File: config.mk
export PLATFORM = sky130hd
export DESIGN_NAME = crtc_register_file_lightpen
export DESIGN_NICKNAME = d
export VERILOG_FILES = /design/src/rtl/core/crtcrf_pkg.sv /design/src/rtl/core/crtcrf_offsets.sv /design/src/rtl/core/crtc_register_file_lightpen.sv
export SDC_FILE = /design/constraint.sdc
export NUM_CORES = 1
export LEC_CHECK = 0
export ABC_AREA = 1
export BUFFER_PORTS_ARGS = -buffer_cell sky130_fd_sc_hd__buf_2
export CAP_MARGIN = 25
export CORE_ASPECT_RATIO = 0.5
export CORE_MARGIN = 3
export CORE_UTILIZATION = 30
export CTS_BUF_LIST = sky130_fd_sc_hd__clkbuf_2 sky130_fd_sc_hd__clkbuf_4 sky130_fd_sc_hd__clkbuf_8
export DETAILED_ROUTE_END_ITERATION = 16
export MAX_ROUTING_LAYER = met4
export PLACE_DENSITY = 0.42
export SLEW_MARGIN = 20
export SYNTH_ARGS = -nofsm -noshare
export SYNTH_HDL_FRONTEND = slang
export SYNTH_HIERARCHICAL = 1
export SYNTH_SLANG_ARGS = --single-unit
File: constraint.sdc
create_clock -name clk -period 6.8 [get_ports clk]
set_input_delay 0.68 -clock clk [delete_from_list [all_inputs] [get_ports clk]]
set_output_delay 0.68 -clock clk [all_outputs]
set_load 0.005 [all_outputs]
File: src/rtl/core/crtcrf_pkg.sv
// Shared types and constants for the CRT controller register file.
// Register indexes, request codes and the timing-register bundle live here.
// No dependencies.
`default_nettype none

package crtcrf_pkg;

  localparam int REG_COUNT = 20;
  localparam int IDX_W     = 5;

  typedef logic [IDX_W-1:0] reg_idx_t;

  typedef enum logic [1:0] {
    REQ_INDEX_WR  = 2'd0,
    REQ_DATA_WR   = 2'd1,
    REQ_DATA_RD   = 2'd2,
    REQ_STATUS_RD = 2'd3
  } req_t;

  localparam reg_idx_t REG_HTOTAL        = 5'd0;
  localparam reg_idx_t REG_HDISP         = 5'd1;
  localparam reg_idx_t REG_HSYNC         = 5'd2;
  localparam reg_idx_t REG_SYNC_WIDTH    = 5'd3;
  localparam reg_idx_t REG_VTOTAL        = 5'd4;
  localparam reg_idx_t REG_VADJUST       = 5'd5;
  localparam reg_idx_t REG_VDISP         = 5'd6;
  localparam reg_idx_t REG_VSYNC         = 5'd7;
  localparam reg_idx_t REG_MODE          = 5'd8;
  localparam reg_idx_t REG_MAX_RASTER    = 5'd9;
  localparam reg_idx_t REG_CURSOR_START  = 5'd10;
  localparam reg_idx_t REG_CURSOR_END    = 5'd11;
  localparam reg_idx_t REG_START_HI      = 5'd12;
  localparam reg_idx_t REG_START_LO      = 5'd13;
  localparam reg_idx_t REG_CURSOR_HI     = 5'd14;
  localparam reg_idx_t REG_CURSOR_LO     = 5'd15;
  localparam reg_idx_t REG_PEN_HI        = 5'd16;
  localparam reg_idx_t REG_PEN_LO        = 5'd17;
  localparam reg_idx_t REG_UPDATE_HI     = 5'd18;
  localparam reg_idx_t REG_UPDATE_LO     = 5'd19;
  localparam reg_idx_t REG_UPDATE_STROBE = 5'd31;

  localparam logic signed [9:0] HOFF_NO_SYNC = -10'sd24;
  localparam logic [9:0]        HOFF_BIAS    = 10'd23;
  localparam logic [7:0]        VOFF_MAX     = 8'd128;

  typedef struct packed {
    logic [7:0] htotal;
    logic [7:0] hsync;
    logic [7:0] vtotal;
    logic [7:0] vadjust;
    logic [7:0] vsync;
    logic [3:0] max_raster;
  } timing_t;

endpackage

`default_nettype wire

File: src/rtl/core/crtcrf_offsets.sv
// Display offset calculation from the timing registers.
// Combinational; uses crtcrf_pkg for the timing bundle and constants.
`default_nettype none

module crtcrf_offsets (
  input  var crtcrf_pkg::timing_t timing,
  output logic signed [9:0]       hoff,
  output logic [7:0]              voff
);

  logic signed [8:0]  vdiff;
  logic signed [14:0] vdiff_ext;
  logic signed [14:0] lines_ext;
  logic signed [14:0] vprod;
  logic signed [14:0] vsum;
  logic [4:0]         lines;

  always_comb begin
    if (timing.hsync != 8'd0) begin
      hoff = {2'b00, timing.htotal} - {2'b00, timing.hsync} - crtcrf_pkg::HOFF_BIAS;
    end else begin
      hoff = crtcrf_pkg::HOFF_NO_SYNC;
    end
  end

  assign lines     = {1'b0, timing.max_raster} + 5'd1;
  assign vdiff     = $signed({1'b0, timing.vtotal}) - $signed({1'b0, timing.vsync});
  assign vdiff_ext = {{6{vdiff[8]}}, vdiff};
  assign lines_ext = {10'd0, lines};
  assign vprod     = vdiff_ext * lines_ext;
  assign vsum      = vprod + $signed({7'd0, timing.vadjust});

  always_comb begin
    if (vsum < 15'sd0) begin
      voff = 8'd0;
    end else if (vsum > $signed({7'd0, crtcrf_pkg::VOFF_MAX})) begin
      voff = crtcrf_pkg::VOFF_MAX;
    end else begin
      voff = vsum[7:0];
    end
  end

endmodule

`default_nettype wire

File: src/rtl/core/crtc_register_file_lightpen.sv
// Register file of a 6545-style CRT controller with light-pen capture.
// Accepts one request per cycle unless the result output is stalled.
// The request register feeds the register bank update and the result register.
// Reset clears every bank register, the index, both status flags and both offsets.
// Depends on crtcrf_pkg and crtcrf_offsets.
`default_nettype none

module crtc_register_file_lightpen (
  input  wire logic        clk,
  input  wire logic        rst,
  input  wire logic        s_tvalid,
  output logic             s_tready,
  input  wire logic [15:0] s_tdata,  // wdata[7:0], key_hit[8], vblank_now[9], zero pad
  input  wire logic [1:0]  s_tuser,  // req_type[1:0]
  output logic             m_tvalid,
  input  wire logic        m_tready,
  output logic [47:0]      m_tdata   // rdata, scan_address, scan_valid, horiz_offset,
                                     // vert_offset, zero pad
);

  logic                 in_valid;
  crtcrf_pkg::req_t     in_req;
  logic [7:0]           in_wdata;
  logic                 in_key;
  logic                 in_vblank;

  logic [7:0]           bank [crtcrf_pkg::REG_COUNT];
  logic [7:0]           bank_next [crtcrf_pkg::REG_COUNT];
  crtcrf_pkg::reg_idx_t reg_index;
  crtcrf_pkg::reg_idx_t reg_index_next;
  logic                 pen_full;
  logic                 pen_full_next;
  logic                 upd_flag;
  logic                 upd_flag_next;
  logic signed [9:0]    hoff_reg;
  logic [7:0]           voff_reg;

  logic                 out_free;
  logic                 work;
  logic                 timing_write;
  logic                 strobe;
  logic [7:0]           wr_value;
  logic [13:0]          scan_addr;
  logic [7:0]           rd;
  logic [13:0]          saddr;
  logic                 svalid;
  crtcrf_pkg::timing_t  timing_next;
  logic signed [9:0]    hoff_calc;
  logic [7:0]           voff_calc;
  logic signed [9:0]    hoff_out;
  logic [7:0]           voff_out;

  assign out_free = !m_tvalid || m_tready;
  assign work     = in_valid && out_free;
  assign s_tready = !in_valid || out_free;

  always_ff @(posedge clk) begin
    if (rst) begin
      in_valid <= 1'b0;
    end else if (s_tready) begin
      in_valid <= s_tvalid;
    end
  end

  always_ff @(posedge clk) begin
    if (s_tready && s_tvalid) begin
      in_req    <= crtcrf_pkg::req_t'(s_tuser);
      in_wdata  <= s_tdata[7:0];
      in_key    <= s_tdata[8];
      in_vblank <= s_tdata[9];
    end
  end

  assign scan_addr = {bank[crtcrf_pkg::REG_UPDATE_HI][5:0], bank[crtcrf_pkg::REG_UPDATE_LO]};
  assign wr_value  = (reg_index == crtcrf_pkg::REG_MAX_RASTER) ? {4'd0, in_wdata[3:0]}
                                                                : in_wdata;

  always_comb begin
    bank_next      = bank;
    reg_index_next = reg_index;
    pen_full_next  = pen_full;
    upd_flag_next  = upd_flag;
    timing_write   = 1'b0;
    strobe         = 1'b0;
    rd             = 8'd0;
    saddr          = 14'd0;
    svalid         = 1'b0;
    unique case (in_req)
      crtcrf_pkg::REQ_INDEX_WR: begin
        reg_index_next = in_wdata[4:0];
      end
      crtcrf_pkg::REQ_DATA_WR: begin
        unique case (reg_index) inside
          crtcrf_pkg::REG_HTOTAL, crtcrf_pkg::REG_HSYNC, crtcrf_pkg::REG_VTOTAL,
          crtcrf_pkg::REG_VADJUST, crtcrf_pkg::REG_VSYNC,
          crtcrf_pkg::REG_MAX_RASTER: begin
            if (bank[reg_index] != wr_value) begin
              bank_next[reg_index] = wr_value;
              timing_write         = 1'b1;
            end
          end
          crtcrf_pkg::REG_START_HI, crtcrf_pkg::REG_CURSOR_HI,
          crtcrf_pkg::REG_UPDATE_HI: begin
            bank_next[reg_index] = {2'b00, in_wdata[5:0]};
          end
          crtcrf_pkg::REG_HDISP, crtcrf_pkg::REG_SYNC_WIDTH, crtcrf_pkg::REG_VDISP,
          crtcrf_pkg::REG_MODE, crtcrf_pkg::REG_CURSOR_START, crtcrf_pkg::REG_CURSOR_END,
          crtcrf_pkg::REG_START_LO, crtcrf_pkg::REG_CURSOR_LO,
          crtcrf_pkg::REG_UPDATE_LO: begin
            bank_next[reg_index] = in_wdata;
          end
          crtcrf_pkg::REG_UPDATE_STROBE: begin
            strobe = 1'b1;
          end
          default: begin
          end
        endcase
      end
      crtcrf_pkg::REQ_DATA_RD: begin
        unique case (reg_index) inside
          crtcrf_pkg::REG_CURSOR_HI, crtcrf_pkg::REG_CURSOR_LO,
          crtcrf_pkg::REG_UPDATE_HI, crtcrf_pkg::REG_UPDATE_LO: begin
            rd = bank[reg_index];
          end
          crtcrf_pkg::REG_PEN_HI, crtcrf_pkg::REG_PEN_LO: begin
            rd            = bank[reg_index];
            pen_full_next = 1'b0;
            upd_flag_next = 1'b0;
          end
          crtcrf_pkg::REG_UPDATE_STROBE: begin
            strobe = 1'b1;
          end
          default: begin
          end
        endcase
      end
      crtcrf_pkg::REQ_STATUS_RD: begin
        rd = {upd_flag, pen_full, in_vblank, 5'd0};
      end
      default: begin
      end
    endcase
    if (strobe) begin
      saddr         = scan_addr;
      svalid        = 1'b1;
      upd_flag_next = 1'b1;
      if (in_key) begin
        bank_next[crtcrf_pkg::REG_PEN_LO] = scan_addr[7:0];
        bank_next[crtcrf_pkg::REG_PEN_HI] = {6'd0, scan_addr[9:8]};
        pen_full_next                     = 1'b1;
      end
    end
  end

  always_comb begin
    timing_next.htotal     = bank_next[crtcrf_pkg::REG_HTOTAL];
    timing_next.hsync      = bank_next[crtcrf_pkg::REG_HSYNC];
    timing_next.vtotal     = bank_next[crtcrf_pkg::REG_VTOTAL];
    timing_next.vadjust    = bank_next[crtcrf_pkg::REG_VADJUST];
    timing_next.vsync      = bank_next[crtcrf_pkg::REG_VSYNC];
    timing_next.max_raster = bank_next[crtcrf_pkg::REG_MAX_RASTER][3:0];
  end

  crtcrf_offsets u_offsets (
    .timing (timing_next),
    .hoff   (hoff_calc),
    .voff   (voff_calc)
  );

  assign hoff_out = timing_write ? hoff_calc : hoff_reg;
  assign voff_out = timing_write ? voff_calc : voff_reg;

  always_ff @(posedge clk) begin
    if (rst) begin
      for (int i = 0; i < crtcrf_pkg::REG_COUNT; i++) begin
        bank[i] <= 8'd0;
      end
      reg_index <= '0;
      pen_full  <= 1'b0;
      upd_flag  <= 1'b0;
      hoff_reg  <= '0;
      voff_reg  <= 8'd0;
    end else if (work) begin
      bank      <= bank_next;
      reg_index <= reg_index_next;
      pen_full  <= pen_full_next;
      upd_flag  <= upd_flag_next;
      hoff_reg  <= hoff_out;
      voff_reg  <= voff_out;
    end
  end

  always_ff @(posedge clk) begin
    if (rst) begin
      m_tvalid <= 1'b0;
    end else if (out_free) begin
      m_tvalid <= in_valid;
    end
  end

  always_ff @(posedge clk) begin
    if (work) begin
      m_tdata <= {7'd0, voff_out, hoff_out, svalid, saddr, rd};
    end
  end

endmodule

`default_nettype wire
After elaboration in Yosys (flattened, before gate mapping)
Index checks and enable logic that the tools add are counted.
- flip-flop bits (word level): 240
- bitwise gates (word level): 1
- add/sub/neg operators: 5
- equal/unequal tests: 25
- reduce and logical (&&, ||, !) cells: 22
- magnitude comparators: 4
- multipliers: 1
- muxes and demuxes: 34
- operators with widths (cell ; count):
    $bwmux W160 ; 3
    $pmux W160 S3 ; 1
    $mux W160 ; 2
    $mux W8 ; 8
    $bmux W8 S5 ; 1
    $demux W8 S5 ; 1
    $eq A5 B4 Y1 const B ; 8
    $mux W16 ; 2
    $eq A5 B5 Y1 const B ; 5
    $eq A5 B3 Y1 const B ; 4
    $mux W10 ; 2
    $sub A8 B8 Y9 ; 2
    $pmux W8 S2 ; 1
    $add A15 B9 Y15 ; 1
    $gt A15 B9 Y1 const B ; 1
    $lt A15 B1 Y1 const B ; 1
    $mul A9 B6 Y15 ; 1
    $mux W1 ; 13
    $reduce_or A6 Y1 ; 2
    $eq A5 B2 Y1 const B ; 2
    $sub A10 B5 Y10 const B ; 1
    $reduce_or A9 Y1 ; 1
    $ne A8 B8 Y1 ; 1
    $reduce_bool A8 Y1 ; 1
    20 further kinds ; 27

Longest topological paths before layout
- depth in word-level cells: 16
- gate-level depth with buffers: 43

Modules after synthesis
Netlist, hierarchy kept.
- by module, submodules not included (module ; seq. area each (um2) ; area an instance (um2) ; cells an instance ; times used):
    crtc_register_file_lightpen ; 5335.1 ; 14091.0 ; 2264 ; 1
    crtcrf_offsets ; 0.0 ; 3214.3 ; 508 ; 1

Worst setup path before layout
No wires, ideal clock.
- path type: register to register
- start point: register reg_index[0]
- end point: register voff_reg[0]
- required time: 6.744 ns
- library setup time: 0.056 ns
- buffers on the path: 3
- clock period less this slack: 6.700 ns
- cell stages (with the launch flop): 39
- data arrival time: 6.645 ns
- setup slack: 0.100 ns
- cell sequence: dfxtp_1 buf_2 buf_6 nor2_2 inv_1 nor2_1 clkbuf_1 o211ai_1 o21ai_0 inv_1 ha_1 fa_1 o21ai_1 a21oi_1 o21bai_1 xnor2_1 nor2_1 fa_1 [... 3 more ...] fa_1 fa_1 ha_1 nand2_1 nand2_1 a21oi_1 nand2_1 nand2_1 nand2_1 nor2_1 nand2_1 nor2_1 nand3_2 nor2_1 nand4_1 nand3_1 nand2_1 inv_1
- RTL lines (element ; line ; source):
    start, declared ; crtc_register_file_lightpen.sv:29 ; crtcrf_pkg::reg_idx_t reg_index;
    start signal, assigned ; crtc_register_file_lightpen.sv:185 ; reg_index <= reg_index_next;
    end signal, assigned ; crtc_register_file_lightpen.sv:189 ; voff_reg <= voff_out;
    end, declared ; crtc_register_file_lightpen.sv:36 ; logic [7:0] voff_reg;

==> metrics.csv <==
metric,value,unit
status,finished clean,
ios,72,
skew,0.01982,ns
critPathRequiredTime,7.24,ns
postRouteAntennaNets,0,
coreArea,56250,sq um
synth_cells,2772,
grt_antenna_before_repair,6,
root_buffer,clkbuf_8,
p_leak,9.416,nW
setup_viol,0,
grt_pass1_wl,94890,microns
yosys-top-cells-count,"nand2_1, inv_1, nor2_1",
grt_pass1_vias,15910,
rsz0062_at_grt,yes,
htree_levels,2,
synth_most_common_cell,nand2_1,
fin_area,20330,sq um
yosysSeqAreaShare,0.3083,
pre_cts_slack,-0.1008,ns
synth_top_cell_by_area,dfxtp_1,
holdBufCountCts,0,
rr_startpoint,reg_index[3],
crit_type,register to register,
syn_area,17310,sq um
setup.worst_path.end_class,register,
reg2reg_depth,37,
rows,61,
dpl.hpwl,41860,microns
worstHoldStart,s_tdata[6],
synth_ff_type,dfxtp_1,
cts_buffers,43,
postPlaceCellArea,18890,sq um
ys_types,46,
fp.dieArea,60780,sq um
pwr_density_cell,190.5,nW/um^2
drc,0,
dieHeight,175.8,microns
worstHoldPathType,input pin to register,
die_w,345.7,microns
fin_nets,2993,
synth_edf_count,53,
via_count,17350,
tightest_slew,1.028,ns
synth-async-reset-ratio,0,
crit_path_max_incr_delay,0.58,ns
grt-ovfl-total,0,
reg2reg_setup_slack,0.35,ns
hold_depth,1,
worst_slack,0.3533,ns
holdWs,0.2640,ns
holdPathEnd,in_wdata[6],
cts_tree,done,
final_util,0.3614,
worst_ep_arrival_time,6.89,ns
ys_warn_count,6,
cts_buffer_depth,3,
clock_latency,0.59,ns
relSlewSlack,0.3144,
yosys_register_bits,240,
p_total,0.003873,W
largest_reg_flops,160,
io_buffers,58,
cap_violations,0,
avgSynthCellArea,6.243,sq um
finalWirelength,61300,microns
yosysTopAreaCellShare,0.2163,
start_util,0.3076,
drv_slew,0,
nFillCells,6209,
ys_top_cells_by_area,"dfxtp_1, nand2_1, edfxtp_1",
critPathLaunchType,register,
grt_start_max_net_pins,82,
ir_drop,94.74,uV
first_iter_violations,1267,
post-route-min-period,6.447,ns
viasPerCell,4.733,
wire_per_inst,16.72,microns
path_max_fanout,7,
grtUsageTotal,0.2044,
hold_violations,0,
crit_top_cell,nand2_2,
fmax,0.1551,GHz
routabilityCongestion,0.8515,
drt_first_pass_iters,5,
r2r_end,m_tdata[38],
timing.final.crit_share,0.9480,
cts.sinks,240,
drive_gt1_frac,0.1430,
path_clk_slew,0.07,ns
cpMaxStageDelayCell,fa_2,
area_growth_syn_to_layout,17.46,%
cell families (layout without fill, tap and decap cells):
family | count (synthesis) | after routing | share of synthesized area
AO/OA/AOI/OAI | 379 | 379 | 0.1157
XOR/XNOR | 16 | 16 | 0.008098
adder cells (fa/ha/maj) | 95 | 95 | 0.08387
buffers and inverters | 499 | 630 | 0.1176
flip-flops | 240 | 240 | 0.3083
other | 1 | 8 | 0.0002167
AND/OR/NAND/NOR | 1542 | 1542 | 0.3662
layer usage:
| metal | part of all wire | routed length, microns | up-vias | GRT usage |
|---|---|---|---|---|
| li1 | - | - | 8904 | - |
| met1 | 0.53 | 32450 | 8034 | 0.3059 |
| met2 | 0.40 | 24770 | 352 | 0.2925 |
| met3 | 0.053 | 3232 | 61 | 0.02813 |
| met4 | 0.014 | 843 | 0 | 0.03622 |
| met5 | 0 | 0 | - | - |
placed cells by master (no fill, tap or decap), drive strengths merged, types with 6 or more instances in the layout:
| cell | count |
|---|---|
| nand2 | 989 |
| inv | 340 |
| nor2 | 323 |
| o21ai | 223 |
| buf | 204 |
| dfxtp | 187 |
| nand3 | 162 |
| a21oi | 119 |
| clkbuf | 76 |
| ha | 60 |
| edfxtp | 53 |
| nand4 | 48 |
| fa | 35 |
| o211ai | 20 |
| clkinv | 10 |
| xnor2 | 9 |
| conb | 7 |
| xor2 | 7 |
| nor3 | 6 |
worst max-delay path: cells and delay by family, from the launching register on:
kind | cells | cell delay, ns
compound gates | 6 | 0.79
xor+xnor | 1 | 0.13
fa+ha+maj | 7 | 2.87
buf+inv | 7 | 0.61
flops | 1 | 0.33
simple gates | 16 | 1.55
timing repair:
| item | 4_1_cts | 5_1_grt |
|---|---|---|
| setup endpoints to repair | 13 | 16 |
| resized for setup | 7 | 98 |
| buffers inserted | 1 | 13 |
| pin swaps | 2 | 44 |
| gates cloned | 0 | 1 |
report_power, final:
part	switching, W	total, W	internal, W
clock network	0.000663	0.00147	0.000807
registers	0.0000376	0.00155	0.00151
logic	0.000543	0.000852	0.000310
layout make-up:
cell class / instances / area (sq um) / area share
multi-input combinational: 2039 / 10360 / 0.5098
sequential: 240 / 5343 / 0.2628
timing repair buffer: 204 / 1468 / 0.07220
inverter: 348 / 1314 / 0.06463
tap: 756 / 945.9 / 0.04653
clock buffer: 76 / 883.3 / 0.04346
clock inverter: 2 / 8.758 / 0.0004309
antenna: 1 / 2.502 / 0.0001231
stage by stage:
step	std cells	setup TNS [ns]
6_report	3666	0
3_3_place_gp	3569	-0.3613
4_1_cts	3649	0
2_1_floorplan	2778	0
3_5_place_dp	3570	-0.2864
5_1_grt	3666	-0.3706
how the worst max path moves through the flow:
stage               depth (start not counted)  slack [ns]          from          end
finish                                     37        0.35  reg_index[3]  m_tdata[38]
detailed placement                         34       -0.10     in_req[1]  voff_reg[4]
CTS                                        36        0.06     in_req[1]  voff_reg[4]
floorplan                                  38         0.1  reg_index[0]  voff_reg[0]
global placement                           34       -0.13     in_req[1]  voff_reg[4]
global route                               40       -0.06  reg_index[3]  voff_reg[4]
No activity file was read; power rests on OpenSTA's default activity.
